<file path="src/rtl/ita_pkg.sv">
// ----------------------------------------------------------------------------
// ita_pkg
// Shared types, character codes and a helper function for the integer to
// ASCII formatter.
// ----------------------------------------------------------------------------
package ita_pkg;

    localparam int VALUE_W    = 64;
    localparam int DIV_SLICE  = 8;
    localparam int RESULT_CAP = 63;

    localparam logic [1:0] BASE_DEC = 2'd0;
    localparam logic [1:0] BASE_HEX = 2'd1;
    localparam logic [1:0] BASE_OCT = 2'd2;
    localparam logic [1:0] BASE_BIN = 2'd3;

    localparam logic [7:0] CH_ZERO  = 8'h30;
    localparam logic [7:0] CH_X_LO  = 8'h78;
    localparam logic [7:0] CH_X_UP  = 8'h58;
    localparam logic [7:0] CH_B     = 8'h62;
    localparam logic [7:0] CH_MINUS = 8'h2d;
    localparam logic [7:0] CH_PLUS  = 8'h2b;
    localparam logic [7:0] CH_SPACE = 8'h20;
    localparam logic [7:0] CH_A_UP  = 8'h41;
    localparam logic [7:0] CH_A_LO  = 8'h61;

    typedef enum logic [3:0] {
        S_IDLE,
        S_START,
        S_DIV,
        S_DIGIT,
        S_PREC,
        S_WID,
        S_TRIM1,
        S_TRIM2,
        S_PFX,
        S_PFX0,
        S_SIGN,
        S_EMIT_INIT,
        S_EMIT
    } state_t;

    typedef enum logic [3:0] {
        OP_NONE,
        OP_LOAD,
        OP_DIV,
        OP_DIGIT,
        OP_ZERO,
        OP_PFX,
        OP_POP,
        OP_SIGN,
        OP_EMIT_INIT,
        OP_EMIT
    } op_t;

    typedef struct packed {
        logic skip_digits;
        logic is_dec;
        logic div_last;
        logic digit_more;
        logic left;
        logic hash;
        logic need_prec;
        logic need_wid;
        logic trim1;
        logic trim2;
        logic pfx_needed;
        logic not_full;
        logic sign_needed;
        logic emit_done;
        logic emit_last;
        logic out_free;
    } stat_t;

    function automatic logic [7:0] digit_char(input logic [3:0] d, input logic upper);
        logic [7:0] d8;
        d8 = {4'b0000, d};
        if (d < 4'd10) begin
            digit_char = CH_ZERO + d8;
        end else begin
            digit_char = (upper ? CH_A_UP : CH_A_LO) + d8 - 8'd10;
        end
    endfunction

endpackage

</file>
<file path="src/rtl/ita_ctrl.sv">
// ----------------------------------------------------------------------------
// ita_ctrl
// Sequencer that walks one number through digit generation, padding,
// prefix, sign and character output.
// ----------------------------------------------------------------------------
module ita_ctrl (
    input  logic             clk,
    input  logic             rst_n,
    input  logic             in_valid,
    output logic             in_ready,
    input  ita_pkg::stat_t   stat,
    output ita_pkg::op_t     op
);

    ita_pkg::state_t state_reg;
    ita_pkg::state_t state_next;

    always_ff @(posedge clk or negedge rst_n)
    begin
        if (!rst_n)
        begin
            state_reg <= ita_pkg::S_IDLE;
        end
        else
        begin
            state_reg <= state_next;
        end
    end

    always_comb
    begin
        state_next = state_reg;
        case (state_reg)
            ita_pkg::S_IDLE:
            begin
                if (in_valid)
                begin
                    state_next = ita_pkg::S_START;
                end
            end
            ita_pkg::S_START:
            begin
                if (stat.skip_digits)
                begin
                    state_next = ita_pkg::S_PREC;
                end
                else if (stat.is_dec)
                begin
                    state_next = ita_pkg::S_DIV;
                end
                else
                begin
                    state_next = ita_pkg::S_DIGIT;
                end
            end
            ita_pkg::S_DIV:
            begin
                if (stat.div_last)
                begin
                    state_next = ita_pkg::S_DIGIT;
                end
            end
            ita_pkg::S_DIGIT:
            begin
                if (!stat.digit_more)
                begin
                    state_next = ita_pkg::S_PREC;
                end
                else if (stat.is_dec)
                begin
                    state_next = ita_pkg::S_DIV;
                end
            end
            ita_pkg::S_PREC:
            begin
                if (stat.left || !stat.need_prec)
                begin
                    state_next = ita_pkg::S_WID;
                end
            end
            ita_pkg::S_WID:
            begin
                if (stat.left || !stat.need_wid)
                begin
                    state_next = ita_pkg::S_TRIM1;
                end
            end
            ita_pkg::S_TRIM1:
            begin
                if (!stat.hash)
                begin
                    state_next = ita_pkg::S_SIGN;
                end
                else if (stat.trim1)
                begin
                    state_next = ita_pkg::S_TRIM2;
                end
                else
                begin
                    state_next = ita_pkg::S_PFX;
                end
            end
            ita_pkg::S_TRIM2:
            begin
                state_next = ita_pkg::S_PFX;
            end
            ita_pkg::S_PFX:
            begin
                state_next = ita_pkg::S_PFX0;
            end
            ita_pkg::S_PFX0:
            begin
                state_next = ita_pkg::S_SIGN;
            end
            ita_pkg::S_SIGN:
            begin
                state_next = ita_pkg::S_EMIT_INIT;
            end
            ita_pkg::S_EMIT_INIT:
            begin
                state_next = ita_pkg::S_EMIT;
            end
            ita_pkg::S_EMIT:
            begin
                if (stat.emit_done || (stat.out_free && stat.emit_last))
                begin
                    state_next = ita_pkg::S_IDLE;
                end
            end
            default:
            begin
                state_next = ita_pkg::S_IDLE;
            end
        endcase
    end

    always_comb
    begin
        op       = ita_pkg::OP_NONE;
        in_ready = 1'b0;
        case (state_reg)
            ita_pkg::S_IDLE:
            begin
                in_ready = 1'b1;
                if (in_valid)
                begin
                    op = ita_pkg::OP_LOAD;
                end
            end
            ita_pkg::S_DIV:
            begin
                op = ita_pkg::OP_DIV;
            end
            ita_pkg::S_DIGIT:
            begin
                op = ita_pkg::OP_DIGIT;
            end
            ita_pkg::S_PREC:
            begin
                if (!stat.left && stat.need_prec)
                begin
                    op = ita_pkg::OP_ZERO;
                end
            end
            ita_pkg::S_WID:
            begin
                if (!stat.left && stat.need_wid)
                begin
                    op = ita_pkg::OP_ZERO;
                end
            end
            ita_pkg::S_TRIM1:
            begin
                if (stat.hash && stat.trim1)
                begin
                    op = ita_pkg::OP_POP;
                end
            end
            ita_pkg::S_TRIM2:
            begin
                if (stat.trim2)
                begin
                    op = ita_pkg::OP_POP;
                end
            end
            ita_pkg::S_PFX:
            begin
                if (stat.pfx_needed)
                begin
                    op = ita_pkg::OP_PFX;
                end
            end
            ita_pkg::S_PFX0:
            begin
                if (stat.not_full)
                begin
                    op = ita_pkg::OP_ZERO;
                end
            end
            ita_pkg::S_SIGN:
            begin
                if (stat.sign_needed)
                begin
                    op = ita_pkg::OP_SIGN;
                end
            end
            ita_pkg::S_EMIT_INIT:
            begin
                op = ita_pkg::OP_EMIT_INIT;
            end
            ita_pkg::S_EMIT:
            begin
                if (!stat.emit_done && stat.out_free)
                begin
                    op = ita_pkg::OP_EMIT;
                end
            end
            default:
            begin
                op = ita_pkg::OP_NONE;
            end
        endcase
    end

endmodule

</file>
<file path="src/rtl/ita_datapath.sv">
// ----------------------------------------------------------------------------
// ita_datapath
// Operand registers, divide-by-ten slice unit, character stack and the
// output register of the integer to ASCII formatter.
// ----------------------------------------------------------------------------
module ita_datapath #(
    parameter int DIGIT_BUFFER = 32,
    parameter int MAX_FIELD    = 63
) (
    input  logic                          clk,
    input  logic                          rst_n,
    input  ita_pkg::op_t                  op,
    input  logic [ita_pkg::VALUE_W-1:0]   value,
    input  logic                          negative,
    input  logic [1:0]                    base_select,
    input  logic [5:0]                    precision,
    input  logic [5:0]                    width,
    input  logic                          zero_pad,
    input  logic                          left_justify,
    input  logic                          plus_sign,
    input  logic                          space_sign,
    input  logic                          alt_form,
    input  logic                          upper_case,
    input  logic                          precision_given,
    output ita_pkg::stat_t                stat,
    output logic [7:0]                    char_out,
    output logic                          last,
    output logic                          out_valid,
    input  logic                          out_ready
);

    localparam int VW        = ita_pkg::VALUE_W;
    localparam int LW        = $clog2(DIGIT_BUFFER + 1);
    localparam int EW        = (LW > 6) ? LW : 6;
    localparam int DIV_STEPS = ita_pkg::VALUE_W / ita_pkg::DIV_SLICE;
    localparam int DCW       = $clog2(DIV_STEPS);
    localparam logic [5:0]     MAX_F    = 6'(MAX_FIELD);
    localparam logic [LW-1:0]  LEN_FULL = LW'(DIGIT_BUFFER);
    localparam logic [EW-1:0]  CAP      = EW'(ita_pkg::RESULT_CAP);
    localparam logic [DCW-1:0] DIV_END  = DCW'(DIV_STEPS - 1);

    logic [VW-1:0]  w_reg, w_next;
    logic [3:0]     rem_reg, rem_next;
    logic [DCW-1:0] div_cnt_reg, div_cnt_next;
    logic [1:0]     base_reg, base_next;
    logic [5:0]     prec_reg, prec_next;
    logic [5:0]     wid_reg, wid_next;
    logic           zpad_reg, zpad_next;
    logic           left_reg, left_next;
    logic           neg_reg, neg_next;
    logic           plus_reg, plus_next;
    logic           space_reg, space_next;
    logic           hash_reg, hash_next;
    logic           upper_reg, upper_next;
    logic           pgiven_reg, pgiven_next;
    logic [LW-1:0]  len_reg, len_next;
    logic [7:0]     stack_reg [DIGIT_BUFFER];
    logic [7:0]     stack_next [DIGIT_BUFFER];
    logic [EW-1:0]  cnt_reg, cnt_next;
    logic [EW-1:0]  lp_reg, lp_next;
    logic [EW-1:0]  emit_rem_reg, emit_rem_next;
    logic [7:0]     char_reg, char_next;
    logic           last_reg, last_next;
    logic           ovalid_reg, ovalid_next;

    logic [5:0]     prec_sat, wid_sat, wid_load;
    logic [3:0]     div_r;
    logic [VW-1:0]  div_w;
    logic [4:0]     div_t;
    logic [2:0]     shamt;
    logic [3:0]     dig_mask;
    logic [3:0]     dig;
    logic [VW-1:0]  w_shift;
    logic           next_zero;
    logic           is_dec, is_hex, is_bin;
    logic           full;
    logic [EW-1:0]  len_ext, wid_ext, prec_ext, wid_max, total;
    logic           do_push, do_pop;
    logic [7:0]     push_char;
    logic [7:0]     emit_char;

    assign prec_sat = (precision > MAX_F) ? MAX_F : precision;
    assign wid_sat  = (width > MAX_F) ? MAX_F : width;
    assign wid_load = (wid_sat != 6'd0 && zero_pad && !left_justify
                       && (negative || plus_sign || space_sign)) ? wid_sat - 6'd1 : wid_sat;

    assign is_dec = (base_reg == ita_pkg::BASE_DEC);
    assign is_hex = (base_reg == ita_pkg::BASE_HEX);
    assign is_bin = (base_reg == ita_pkg::BASE_BIN);

    always_comb
    begin
        div_r = (div_cnt_reg == '0) ? 4'd0 : rem_reg;
        div_w = w_reg;
        div_t = 5'd0;
        for (int k = 0; k < ita_pkg::DIV_SLICE; k++)
        begin
            div_t = {div_r, div_w[VW-1]};
            div_w = {div_w[VW-2:0], (div_t >= 5'd10)};
            div_r = (div_t >= 5'd10) ? 4'(div_t - 5'd10) : div_t[3:0];
        end
    end

    always_comb
    begin
        case (base_reg)
            ita_pkg::BASE_HEX:
            begin
                shamt    = 3'd4;
                dig_mask = 4'hf;
            end
            ita_pkg::BASE_OCT:
            begin
                shamt    = 3'd3;
                dig_mask = 4'h7;
            end
            ita_pkg::BASE_BIN:
            begin
                shamt    = 3'd1;
                dig_mask = 4'h1;
            end
            default:
            begin
                shamt    = 3'd0;
                dig_mask = 4'hf;
            end
        endcase
    end

    assign w_shift   = w_reg >> shamt;
    assign dig       = is_dec ? rem_reg : (w_reg[3:0] & dig_mask);
    assign next_zero = is_dec ? (w_reg == '0) : (w_shift == '0);
    assign full      = (len_reg == LEN_FULL);

    assign len_ext  = EW'(len_reg);
    assign wid_ext  = EW'(wid_reg);
    assign prec_ext = EW'(prec_reg);
    assign wid_max  = (wid_ext > len_ext) ? wid_ext : len_ext;
    assign total    = (!left_reg && zpad_reg) ? len_ext : wid_max;

    assign emit_char = (cnt_reg < lp_reg) ? ita_pkg::CH_SPACE
                     : ((len_reg != '0) ? stack_reg[0] : ita_pkg::CH_SPACE);

    always_comb
    begin
        w_next        = w_reg;
        rem_next      = rem_reg;
        div_cnt_next  = div_cnt_reg;
        base_next     = base_reg;
        prec_next     = prec_reg;
        wid_next      = wid_reg;
        zpad_next     = zpad_reg;
        left_next     = left_reg;
        neg_next      = neg_reg;
        plus_next     = plus_reg;
        space_next    = space_reg;
        hash_next     = hash_reg;
        upper_next    = upper_reg;
        pgiven_next   = pgiven_reg;
        cnt_next      = cnt_reg;
        lp_next       = lp_reg;
        emit_rem_next = emit_rem_reg;
        char_next     = char_reg;
        last_next     = last_reg;
        ovalid_next   = ovalid_reg && !out_ready;
        do_push       = 1'b0;
        do_pop        = 1'b0;
        push_char     = ita_pkg::CH_ZERO;

        case (op)
            ita_pkg::OP_LOAD:
            begin
                w_next       = value;
                div_cnt_next = '0;
                base_next    = base_select;
                prec_next    = prec_sat;
                wid_next     = wid_load;
                zpad_next    = zero_pad;
                left_next    = left_justify;
                neg_next     = negative;
                plus_next    = plus_sign;
                space_next   = space_sign;
                hash_next    = alt_form && (value != '0);
                upper_next   = upper_case;
                pgiven_next  = precision_given;
            end
            ita_pkg::OP_DIV:
            begin
                w_next       = div_w;
                rem_next     = div_r;
                div_cnt_next = div_cnt_reg + DCW'(1);
            end
            ita_pkg::OP_DIGIT:
            begin
                do_push   = 1'b1;
                push_char = ita_pkg::digit_char(dig, upper_reg);
                if (!is_dec)
                begin
                    w_next = w_shift;
                end
            end
            ita_pkg::OP_ZERO:
            begin
                do_push   = 1'b1;
                push_char = ita_pkg::CH_ZERO;
            end
            ita_pkg::OP_PFX:
            begin
                do_push   = 1'b1;
                push_char = is_hex ? (upper_reg ? ita_pkg::CH_X_UP : ita_pkg::CH_X_LO)
                                   : ita_pkg::CH_B;
            end
            ita_pkg::OP_SIGN:
            begin
                do_push   = 1'b1;
                push_char = neg_reg ? ita_pkg::CH_MINUS
                          : (plus_reg ? ita_pkg::CH_PLUS : ita_pkg::CH_SPACE);
            end
            ita_pkg::OP_POP:
            begin
                do_pop = 1'b1;
            end
            ita_pkg::OP_EMIT_INIT:
            begin
                cnt_next      = '0;
                emit_rem_next = (total > CAP) ? CAP : total;
                lp_next       = (!left_reg && !zpad_reg && wid_ext > len_ext)
                              ? wid_ext - len_ext : '0;
            end
            ita_pkg::OP_EMIT:
            begin
                char_next     = emit_char;
                last_next     = (emit_rem_reg == EW'(1));
                ovalid_next   = 1'b1;
                cnt_next      = cnt_reg + EW'(1);
                emit_rem_next = emit_rem_reg - EW'(1);
                do_pop        = (cnt_reg >= lp_reg) && (len_reg != '0);
            end
            default:
            begin
                do_push = 1'b0;
            end
        endcase
    end

    always_comb
    begin
        len_next = len_reg;
        for (int i = 0; i < DIGIT_BUFFER; i++)
        begin
            stack_next[i] = stack_reg[i];
        end
        if (do_push)
        begin
            len_next      = len_reg + LW'(1);
            stack_next[0] = push_char;
            for (int i = 1; i < DIGIT_BUFFER; i++)
            begin
                stack_next[i] = stack_reg[i-1];
            end
        end
        else if (do_pop)
        begin
            len_next = len_reg - LW'(1);
            for (int i = 0; i < DIGIT_BUFFER - 1; i++)
            begin
                stack_next[i] = stack_reg[i+1];
            end
        end
    end

    always_ff @(posedge clk or negedge rst_n)
    begin
        if (!rst_n)
        begin
            len_reg      <= '0;
            div_cnt_reg  <= '0;
            cnt_reg      <= '0;
            emit_rem_reg <= '0;
            ovalid_reg   <= 1'b0;
        end
        else
        begin
            len_reg      <= len_next;
            div_cnt_reg  <= div_cnt_next;
            cnt_reg      <= cnt_next;
            emit_rem_reg <= emit_rem_next;
            ovalid_reg   <= ovalid_next;
        end
    end

    always_ff @(posedge clk)
    begin
        w_reg      <= w_next;
        rem_reg    <= rem_next;
        base_reg   <= base_next;
        prec_reg   <= prec_next;
        wid_reg    <= wid_next;
        zpad_reg   <= zpad_next;
        left_reg   <= left_next;
        neg_reg    <= neg_next;
        plus_reg   <= plus_next;
        space_reg  <= space_next;
        hash_reg   <= hash_next;
        upper_reg  <= upper_next;
        pgiven_reg <= pgiven_next;
        lp_reg     <= lp_next;
        char_reg   <= char_next;
        last_reg   <= last_next;
        for (int i = 0; i < DIGIT_BUFFER; i++)
        begin
            stack_reg[i] <= stack_next[i];
        end
    end

    always_comb
    begin
        stat.skip_digits = pgiven_reg && (w_reg == '0);
        stat.is_dec      = is_dec;
        stat.div_last    = (div_cnt_reg == DIV_END);
        stat.digit_more  = !next_zero && ((len_reg + LW'(1)) != LEN_FULL);
        stat.left        = left_reg;
        stat.hash        = hash_reg;
        stat.need_prec   = (len_ext < prec_ext) && !full;
        stat.need_wid    = zpad_reg && (len_ext < wid_ext) && !full;
        stat.trim1       = !pgiven_reg && (len_reg != '0)
                           && ((len_ext == prec_ext) || (len_ext == wid_ext));
        stat.trim2       = (len_reg != '0) && is_hex;
        stat.pfx_needed  = (is_hex || is_bin) && !full;
        stat.not_full    = !full;
        stat.sign_needed = (neg_reg || plus_reg || space_reg) && !full;
        stat.emit_done   = (emit_rem_reg == '0);
        stat.emit_last   = (emit_rem_reg == EW'(1));
        stat.out_free    = !ovalid_reg || out_ready;
    end

    assign char_out  = char_reg;
    assign last      = last_reg;
    assign out_valid = ovalid_reg;

`ifndef ASSERT_OFF
    a_len_bound: assert property (@(posedge clk) disable iff (!rst_n)
        len_reg <= LEN_FULL)
        else $error("Character stack count exceeds the buffer depth.");

    a_emit_has_chars: assert property (@(posedge clk) disable iff (!rst_n)
        op == ita_pkg::OP_EMIT |-> emit_rem_reg != '0)
        else $error("Character emitted with no characters left.");
`endif

endmodule

</file>
<file path="src/rtl/integer_to_ascii_formatter.sv">
// ----------------------------------------------------------------------------
// integer_to_ascii_formatter
// Formats one unsigned 64-bit magnitude with a sign mark as a printf-style
// integer field and sends it out one ASCII character per item.
// ----------------------------------------------------------------------------
// One number is handled at a time. After loading, the start state chooses
// the digit path. A decimal digit passes through the divide-by-ten unit,
// which retires eight quotient bits per cycle, and is then stored; a hex,
// octal or binary digit is stored straight from the shifted value.
// Zero padding follows, then the trim, prefix and sign steps, the trim and
// prefix ones only with the alternate form. The field then leaves through a
// single output register at one character per cycle while out_ready is high,
// at most 63 of them.
// A number may produce no characters at all; last marks the final one.
module integer_to_ascii_formatter #(
    parameter int DIGIT_BUFFER = 32,
    parameter int MAX_FIELD    = 63
) (
    input  logic        clk,
    input  logic        rst_n,
    input  logic        in_valid,
    output logic        in_ready,
    input  logic [63:0] value,
    input  logic        negative,
    input  logic [1:0]  base_select,
    input  logic [5:0]  precision,
    input  logic [5:0]  width,
    input  logic        zero_pad,
    input  logic        left_justify,
    input  logic        plus_sign,
    input  logic        space_sign,
    input  logic        alt_form,
    input  logic        upper_case,
    input  logic        precision_given,
    output logic        out_valid,
    input  logic        out_ready,
    output logic [7:0]  char_out,
    output logic        last
);

    ita_pkg::op_t   op;
    ita_pkg::stat_t stat;

    ita_ctrl u_ctrl (
        .clk      (clk),
        .rst_n    (rst_n),
        .in_valid (in_valid),
        .in_ready (in_ready),
        .stat     (stat),
        .op       (op)
    );

    ita_datapath #(
        .DIGIT_BUFFER (DIGIT_BUFFER),
        .MAX_FIELD    (MAX_FIELD)
    ) u_datapath (
        .clk             (clk),
        .rst_n           (rst_n),
        .op              (op),
        .value           (value),
        .negative        (negative),
        .base_select     (base_select),
        .precision       (precision),
        .width           (width),
        .zero_pad        (zero_pad),
        .left_justify    (left_justify),
        .plus_sign       (plus_sign),
        .space_sign      (space_sign),
        .alt_form        (alt_form),
        .upper_case      (upper_case),
        .precision_given (precision_given),
        .stat            (stat),
        .char_out        (char_out),
        .last            (last),
        .out_valid       (out_valid),
        .out_ready       (out_ready)
    );

`ifndef ASSERT_OFF
    a_one_at_a_time: assert property (@(posedge clk) disable iff (!rst_n)
        in_valid && in_ready |=> !in_ready)
        else $error("A new item was taken while the previous one was in work.");

    a_no_gap_in_field: assert property (@(posedge clk) disable iff (!rst_n)
        out_valid && out_ready && !last |=> out_valid)
        else $error("Gap inside a formatted field.");

    a_idle_only_last: assert property (@(posedge clk) disable iff (!rst_n)
        in_ready && out_valid |-> last)
        else $error("Ready for input while a field is still being sent.");
`endif

endmodule
</file>
<file path="config.mk">
export PLATFORM = sky130hd
export DESIGN_NAME = integer_to_ascii_formatter
export DESIGN_NICKNAME = d
export VERILOG_FILES = /design/src/rtl/ita_pkg.sv /design/src/rtl/ita_ctrl.sv /design/src/rtl/ita_datapath.sv /design/src/rtl/integer_to_ascii_formatter.sv
export SDC_FILE = /design/constraint.sdc
export NUM_CORES = 1
export LEC_CHECK = 0
export ABC_AREA = 1
export CAP_MARGIN = 0
export CORE_UTILIZATION = 64
export CTS_CLUSTER_SIZE = 12
export DETAILED_ROUTE_END_ITERATION = 16
export DONT_BUFFER_PORTS = 1
export HOLD_SLACK_MARGIN = 0.1
export PLACE_DENSITY = 0.8
export SLEW_MARGIN = 20
export SYNTH_ARGS = -nofsm -noshare
export SYNTH_HDL_FRONTEND = slang
export SYNTH_SLANG_ARGS = --single-unit
</file>
<file path="constraint.sdc">
create_clock -name clk -period 10.9 [get_ports clk]
set_input_delay 1.09 -clock clk [delete_from_list [all_inputs] [get_ports clk]]
set_output_delay 1.09 -clock clk [all_outputs]
set_load 0.03 [all_outputs]
</file>
# --- Yosys cells after proc, flatten, opt, wreduce, memory -nomap -nowiden ---
# Memories as Yosys holds them, arrays and structs flattened.
# Cells that the tools add are included.
# Widths: inputs -> output; s select.
op_classes:
  add_sub_neg: 18
  magnitude_cmp: 17
  eq_ne: 37
  shift: 1
  n_mux: 61
  n_bitwise: 2
  n_reduce_logical: 62
ops:
  columns: ["op", "n"]
  rows:
  - ["$mux 248", 2]
  - ["$pmux 64 s3", 1]
  - ["$logic_not 64->1", 2]
  - ["$mux 4", 22]
  - ["$mux 64", 1]
  - ["$reduce_bool 64->1", 1]
  - ["$shr 64x3->64", 1]
  - ["$mux 6", 9]
  - ["$pmux 4 s13", 1]
  - ["$pmux 4 s12", 1]
  - ["$ge 5x4->1 const B", 8]
  - ["$eq 4x3->1 const B", 8]
  - ["$mux 8", 4]
  - ["$sub 4x4->4 const B", 8]
  - ["$eq 4x4->1 const B", 7]
  - ["$logic_and 1x1->1", 24]
  - ["$pmux 6 s2", 2]
  - ["$pmux 8 s3", 1]
  - ["$mux 3", 7]
  - ["$gt 6x6->1 const B", 3]
  - ["$lt 6x6->1", 3]
  - ["$sub 6x1->6 const B", 3]
  - ["$eq 4x2->1 const B", 4]
  - ["$add 6x1->6 const B", 2]
  - ["39 further kinds", 73]
totals:
  ff_bits: 131
  mem_bits_rw: 256
  input_bits: 90
  output_inout_bits: 11
  wordCells: 221
  n_memories: 1
memory_table:
  columns: ["memory", "depth", "word_bits", "read_ports", "rd_ports_with_merged_regs", "wr", "line_no", "rtl"]
  rows:
  - ["u_datapath.stack_reg", 32, 8, 32, 0, 32, "ita_datapath.sv:57", "logic [7:0] stack_reg [DIGIT_BUFFER];"]

# --- Logic depth before layout (Yosys ltp) ---
logic_depth:
  depth_word: 18
  ltp_mapped: 63
  depth_no_buf: 63

# --- Modules after synthesis ---
# A second synthesis with hierarchy kept.
hier_totals:
  cells_unflattened: 2373
  area_unflattened_um2: 20923.8
by_module_without_submodules:
  columns: ["module", "instances", "cells_each", "area_per_inst_um2", "seq_area_each_um2"]
  rows:
  - ["ita_datapath", 1, 2268, 20335.8, 11390.9]
  - ["ita_ctrl", 1, 105, 588.1, 100.1]

# --- Worst setup path after synthesis ---
# Ideal clock, no wire load.
synth_timing:
  path_type: "register to register"
  from: "register u_datapath.len_reg[3], in the netlist u_datapath.len_ext[3]"
  to: "register u_datapath.len_reg[1], in the netlist u_datapath.len_ext[1]"
  setup_time_ns: 0.470
  t_arrival_ns: 9.264
  t_required_ns: 10.430
  path_slack_ns: 1.166
  stages_incl_launch_ff: 16
  n_path_buf: 2
  synth_period_minus_slack_ns: 9.734
  path_cell_list: "dfrtp_1 clkbuf_1 inv_1 ha_1 inv_1 nor3_1 nand3_1 nand2_1 nor3b_1 nand3_1 nand2_1 nor3_1 nand2_1 a31o_2 clkbuf_1 o21ai_0"
synth_via:
  elab_chain_len: 10
  elab_cells_between_ends: 39
  cone_classes: "order compare (2); eq/ne (9); mux (11); reduce/logical (17)"
synth_rtl:
  columns: ["element", "line_no", "rtl"]
  rows:
  - ["start, declared", "ita_datapath.sv:56", "logic [LW-1:0] len_reg, len_next;"]
  - ["start signal, assigned", "ita_datapath.sv:284", "len_reg <= len_next;"]
  - ["$lt 6x6->1 (tied with other cells)", "ita_datapath.sv:325", "stat.need_wid = zpad_reg && (len_ext < wid_ext) && !full;"]
  - ["$logic_and 1x1->1 (tied with other cells)", "ita_datapath.sv:325", null]
  - ["$logic_and 1x1->1, on equally long branches", "ita_datapath.sv:325, ita_datapath.sv:324, ita_datapath.sv:327", null]
  - ["$logic_and 1x1->1, on equally long branches", "ita_ctrl.sv:167, ita_ctrl.sv:160, ita_ctrl.sv:174", null]
  - ["$mux 3, on equally long branches", "ita_ctrl.sv:167, ita_ctrl.sv:160, ita_ctrl.sv:174", null]
  - ["$pmux 4 s12", "ita_ctrl.sv:141", "case (state_reg)"]
  - ["$eq 4x3->1 or $eq 4x2->1 (tied branches)", "ita_datapath.sv:170", "case (op)"]
  - ["$reduce_or 4->1 (no source line)", null, null]
  - ["$mux 1", "ita_datapath.sv:170", null]
  - ["$mux 6 or $reduce_bool 2->1 (tied branches)", null, null]
# Parallel ways exist; a longest one is shown, timed or not.
# A chain may end at the register's enable or synchronous reset.

# --- Worst setup path after layout ---
layout_timing:
  from: "register u_datapath.div_cnt_reg[0]"
  to: "register u_datapath.w_reg[0], data pin"
layout_via:
  elab_chain_len: 18
  elab_cells_between_ends: 25
  cone_classes: "add/sub (7); order compare (8); mux (9); reduce/logical (1)"
layout_rtl:
  columns: ["element", "line_no", "rtl"]
  rows:
  - ["start, declared", "ita_datapath.sv:44", "logic [DCW-1:0] div_cnt_reg, div_cnt_next;"]
  - ["start signal, assigned", "ita_datapath.sv:285", "div_cnt_reg <= div_cnt_next;"]
  - ["$logic_not 3->1 *", "ita_datapath.sv:93", "div_r = (div_cnt_reg == '0) ? 4'd0 : rem_reg;"]
  - ["$mux 4 *", "ita_datapath.sv:93", null]
  - ["$sub 4x4->4 or $ge 5x4->1 (tied branches)", "ita_datapath.sv:100", "div_r = (div_t >= 5'd10) ? 4'(div_t - 5'd10) : div_t[3:0];"]
  - ["$mux 4 *", "ita_datapath.sv:100", null]
  - ["$sub 4x4->4 or $ge 5x4->1 (tied branches)", "ita_datapath.sv:100", null]
  - ["$mux 4 *", "ita_datapath.sv:100", null]
  - ["$sub 4x4->4 or $ge 5x4->1 (tied branches)", "ita_datapath.sv:100", null]
  - ["$mux 4 *", "ita_datapath.sv:100", null]
  - ["[... 3 more ...]", null, null]
  - ["$mux 4 *", "ita_datapath.sv:100", null]
  - ["$sub 4x4->4 or $ge 5x4->1 (tied branches)", "ita_datapath.sv:100", null]
  - ["$mux 4 *", "ita_datapath.sv:100", null]
  - ["$sub 4x4->4 or $ge 5x4->1 (tied branches)", "ita_datapath.sv:100", null]
  - ["$mux 4 *", "ita_datapath.sv:100", null]
  - ["$ge 5x4->1 *", "ita_datapath.sv:99", "div_w = {div_w[VW-2:0], (div_t >= 5'd10)};"]
  - ["$pmux 64 s3 *", "ita_datapath.sv:170", null]
  - ["net u_datapath.w_next[0]", "ita_datapath.sv:42", "logic [VW-1:0] w_reg, w_next;"]
  - ["end signal, assigned", "ita_datapath.sv:294", "w_reg <= w_next;"]
  - ["end, declared", "ita_datapath.sv:42", null]
# The timed path passes the listed nets; every way through them passes the cells marked *.

==> impl_metrics.py <==
metrics = {
    "sta": {
        "fin_crit_ps": 6950,
        "clock_skew_ps": 22.6,
        "slew_headroom_pct": 26.4,
        "rsz0062_at_grt": "false",
        "max_freq_mhz": 144,
        "tns_ps": 0,
        "max_slew.worst_pin.slew_ps": 1100,
        "finalMaxSlewViolations": 0,
        "hold_viol_final": 0,
        "finalSetupViolations": 0,
        "layout_worst_path_cycle_share_pct": 63.7,
    },
    "synth": {
        "synthCells": 2221,
        "synth-seq-cells": 387,
        "ys_async_sr_fraction_pct": 6.72,
        "ys_types": 55,
        "syn_nets": 2351,
        "synth_ff_type": "edfxtp_1",
        "seq_area_frac_synth_pct": 55.9,
        "synth_area_um2": 20600,
        "avgSynthCellArea_um2": 9.26,
        "synth_edf_count": 361,
        "ys_warn_count": 0,
    },
    "drt": {
        "routed_via_density": 6.23,
        "drtIter0Drc": 1993,
        "drt_wl_total_um": 47800,
        "antenna_left": 0,
        "drc": 0,
        "dr.pass1.iters": 6,
        "wl_per_cell_um": 18.5,
        "dr_total_vias": 16100,
    },
    "layout": {
        "final_common_cell": "nand2_1",
        "area_growth_syn_to_layout_pct": 6.72,
        "largest_register_ffs": 256,
        "n_fill_cell": 2398,
        "mostFrequentLayoutCells": "nand2_1 (505), edfxtp_1 (361), o21ai_0 (350), inv_1 (292), nor2_1 (108)",
        "nets": 2296,
        "n_antenna_cell": 0,
        "drive_gt1_share_pct": 5.82,
    },
    "worst_setup_path": {
        "worstSetupStartpointType": "flip-flop",
        "cp.required_ps": 11190,
        "cp_common_cell": "nand2_1",
        "cp_data_arrival_time_ps": 7240,
        "path_class": "reg2reg",
        "worstSetupEndpointType": "flip-flop",
        "slowest_stage": "dfrtp_1",
        "path_max_fanout": 5,
        "max_stage_delay_ps": 390,
    },
    "grt": {
        "grt_max_degree": 186,
        "grt_overflow_total": 0,
        "grt_util_all_layers_pct": 29.0,
        "grt_pass1_wl_um": 77200,
        "grt_pass1_vias": 15600,
        "grt_antenna_before_repair": 0,
    },
    "clocking": {
        "post-cts-setup-buffers": 0,
        "cts_root_buffer": "clkbuf_16",
        "clkSinkCount": 387,
        "tritoncts": "built",
        "clockBufferDepth": 3,
        "htreeDepth": 2,
        "numCtsBuffers": 41,
        "clk_pin_slew_ps": 60,
        "cts_hold_buf": 0,
        "ctsResizeCount": 0,
        "clk_latency_ps": 550,
    },
    "flow_run": {
        "maxCapViolations": 0,
    },
    "place": {
        "place_hpwl_um": 31100,
        "gp_congestion": 0.979,
        "io_buffers": 0,
    },
    "floorplanning": {
        "rows": 65,
        "dieWidth_um": 181,
        "io_pins": 101,
        "die_h_um": 181,
        "die_area_um2": 32900,
        "coreArea_um2": 31600,
        "start_util_pct": 65.2,
    },
    "status": {
        "run_status": "finished, final reports clean",
    },
    "hold_path": {
        "hold_path_class": "in2async",
    },
}
==> cells by family (layout without fill, tap and decap cells) <==
kind of cell / after synthesis / count (layout) / synth area share [%]
and+or+nand+nor: 798 / 798 / 17.0
AOI/OAI and AO/OA: 552 / 552 / 15.9
buffers and inverters: 421 / 384 / 7.76
DFF: 387 / 387 / 55.9
adders and majority gates: 40 / 40 / 2.47
xor gates and xnor gates: 20 / 20 / 0.852
muxes: 3 / 3 / 0.158
==> through the flow <==
stage | hold WS, ps | instance area (um^2) | worst slack, ps | util [%] | instances
final | 251 | 21900 | 3950 | 69.6 | 2586
after global placement | 433 | 20800 | 4420 | 65.9 | 2525
after global routing | 228 | 21900 | 3270 | 69.6 | 2586
after CTS | 232 | 21900 | 4010 | 69.6 | 2586
after detailed placement | 436 | 20800 | 4010 | 65.9 | 2525
after floorplan | 427 | 20600 | 1170 | - | 2221
==> path summary, 6_finish.rpt <==
path	start	end	slack (ps)	cells after the start
min in group clk	u_datapath.stack_reg[1][119]	u_datapath.stack_reg[1][127]	450	0
worst min register to register	u_datapath.stack_reg[1][119]	u_datapath.stack_reg[1][127]	450	0
max in group asynchronous	rst_n	u_datapath.len_ext[3]	10570	0
worst min-delay path	rst_n	u_datapath.cnt_reg[0]	250	0
worst max register to register	u_datapath.div_cnt_reg[0]	u_datapath.w_reg[0]	3950	62
worst max-delay path	u_datapath.div_cnt_reg[0]	u_datapath.w_reg[0]	3950	62
==> cell usage after synthesis (11+ instances only) <==
| master | count | area (um^2) |
|---|---|---|
| nand2_1 | 507 | 1900 |
| edfxtp_1 | 361 | 10800 |
| o21ai_0 | 350 | 1750 |
| inv_1 | 293 | 1100 |
| nor2_1 | 110 | 413 |
| clkbuf_1 | 103 | 387 |
| o221ai_1 | 70 | 613 |
| nand3_1 | 47 | 235 |
| ha_1 | 39 | 488 |
| a21oi_1 | 37 | 185 |
| nor4_1 | 37 | 231 |
| o211ai_1 | 37 | 278 |
| nand4_1 | 29 | 181 |
| dfrtp_1 | 26 | 651 |
| o22ai_1 | 23 | 144 |
| nand2_2 | 19 | 119 |
| xor2_1 | 17 | 149 |
| nand3_2 | 11 | 110 |
==> worst max-delay path, delay by kind of cell (launching register included) <==
family / cells / cell delay (ps)
adders and majority gates: 9 / 1810
buffers and inverters: 14 / 960
DFF: 1 / 390
and+or+nand+nor: 39 / 3550
==> metal layers <==
metal	up-vias	global-route usage, %	part of all wire (%)
li1	7601	-	-
met1	7588	39.9	42
met2	785	46.0	46
met3	142	5.72	8.9
met4	0	10.9	3.4
met5	-	0	0
==> cell type report <==
cell class	instances	area [um^2]	area share [%]
clock buffers	52	1070	4.86
clock inverters	9	88.8	0.405
flip-flops and latches	387	11500	52.4
repair buffers	17	140	0.639
inverters	306	1160	5.27
multi-input cells	1413	7500	34.2
well taps	402	503	2.29
Power is not shown: default switching activity piles up to over one toggle a cycle in this logic, so the estimate is an artifact.
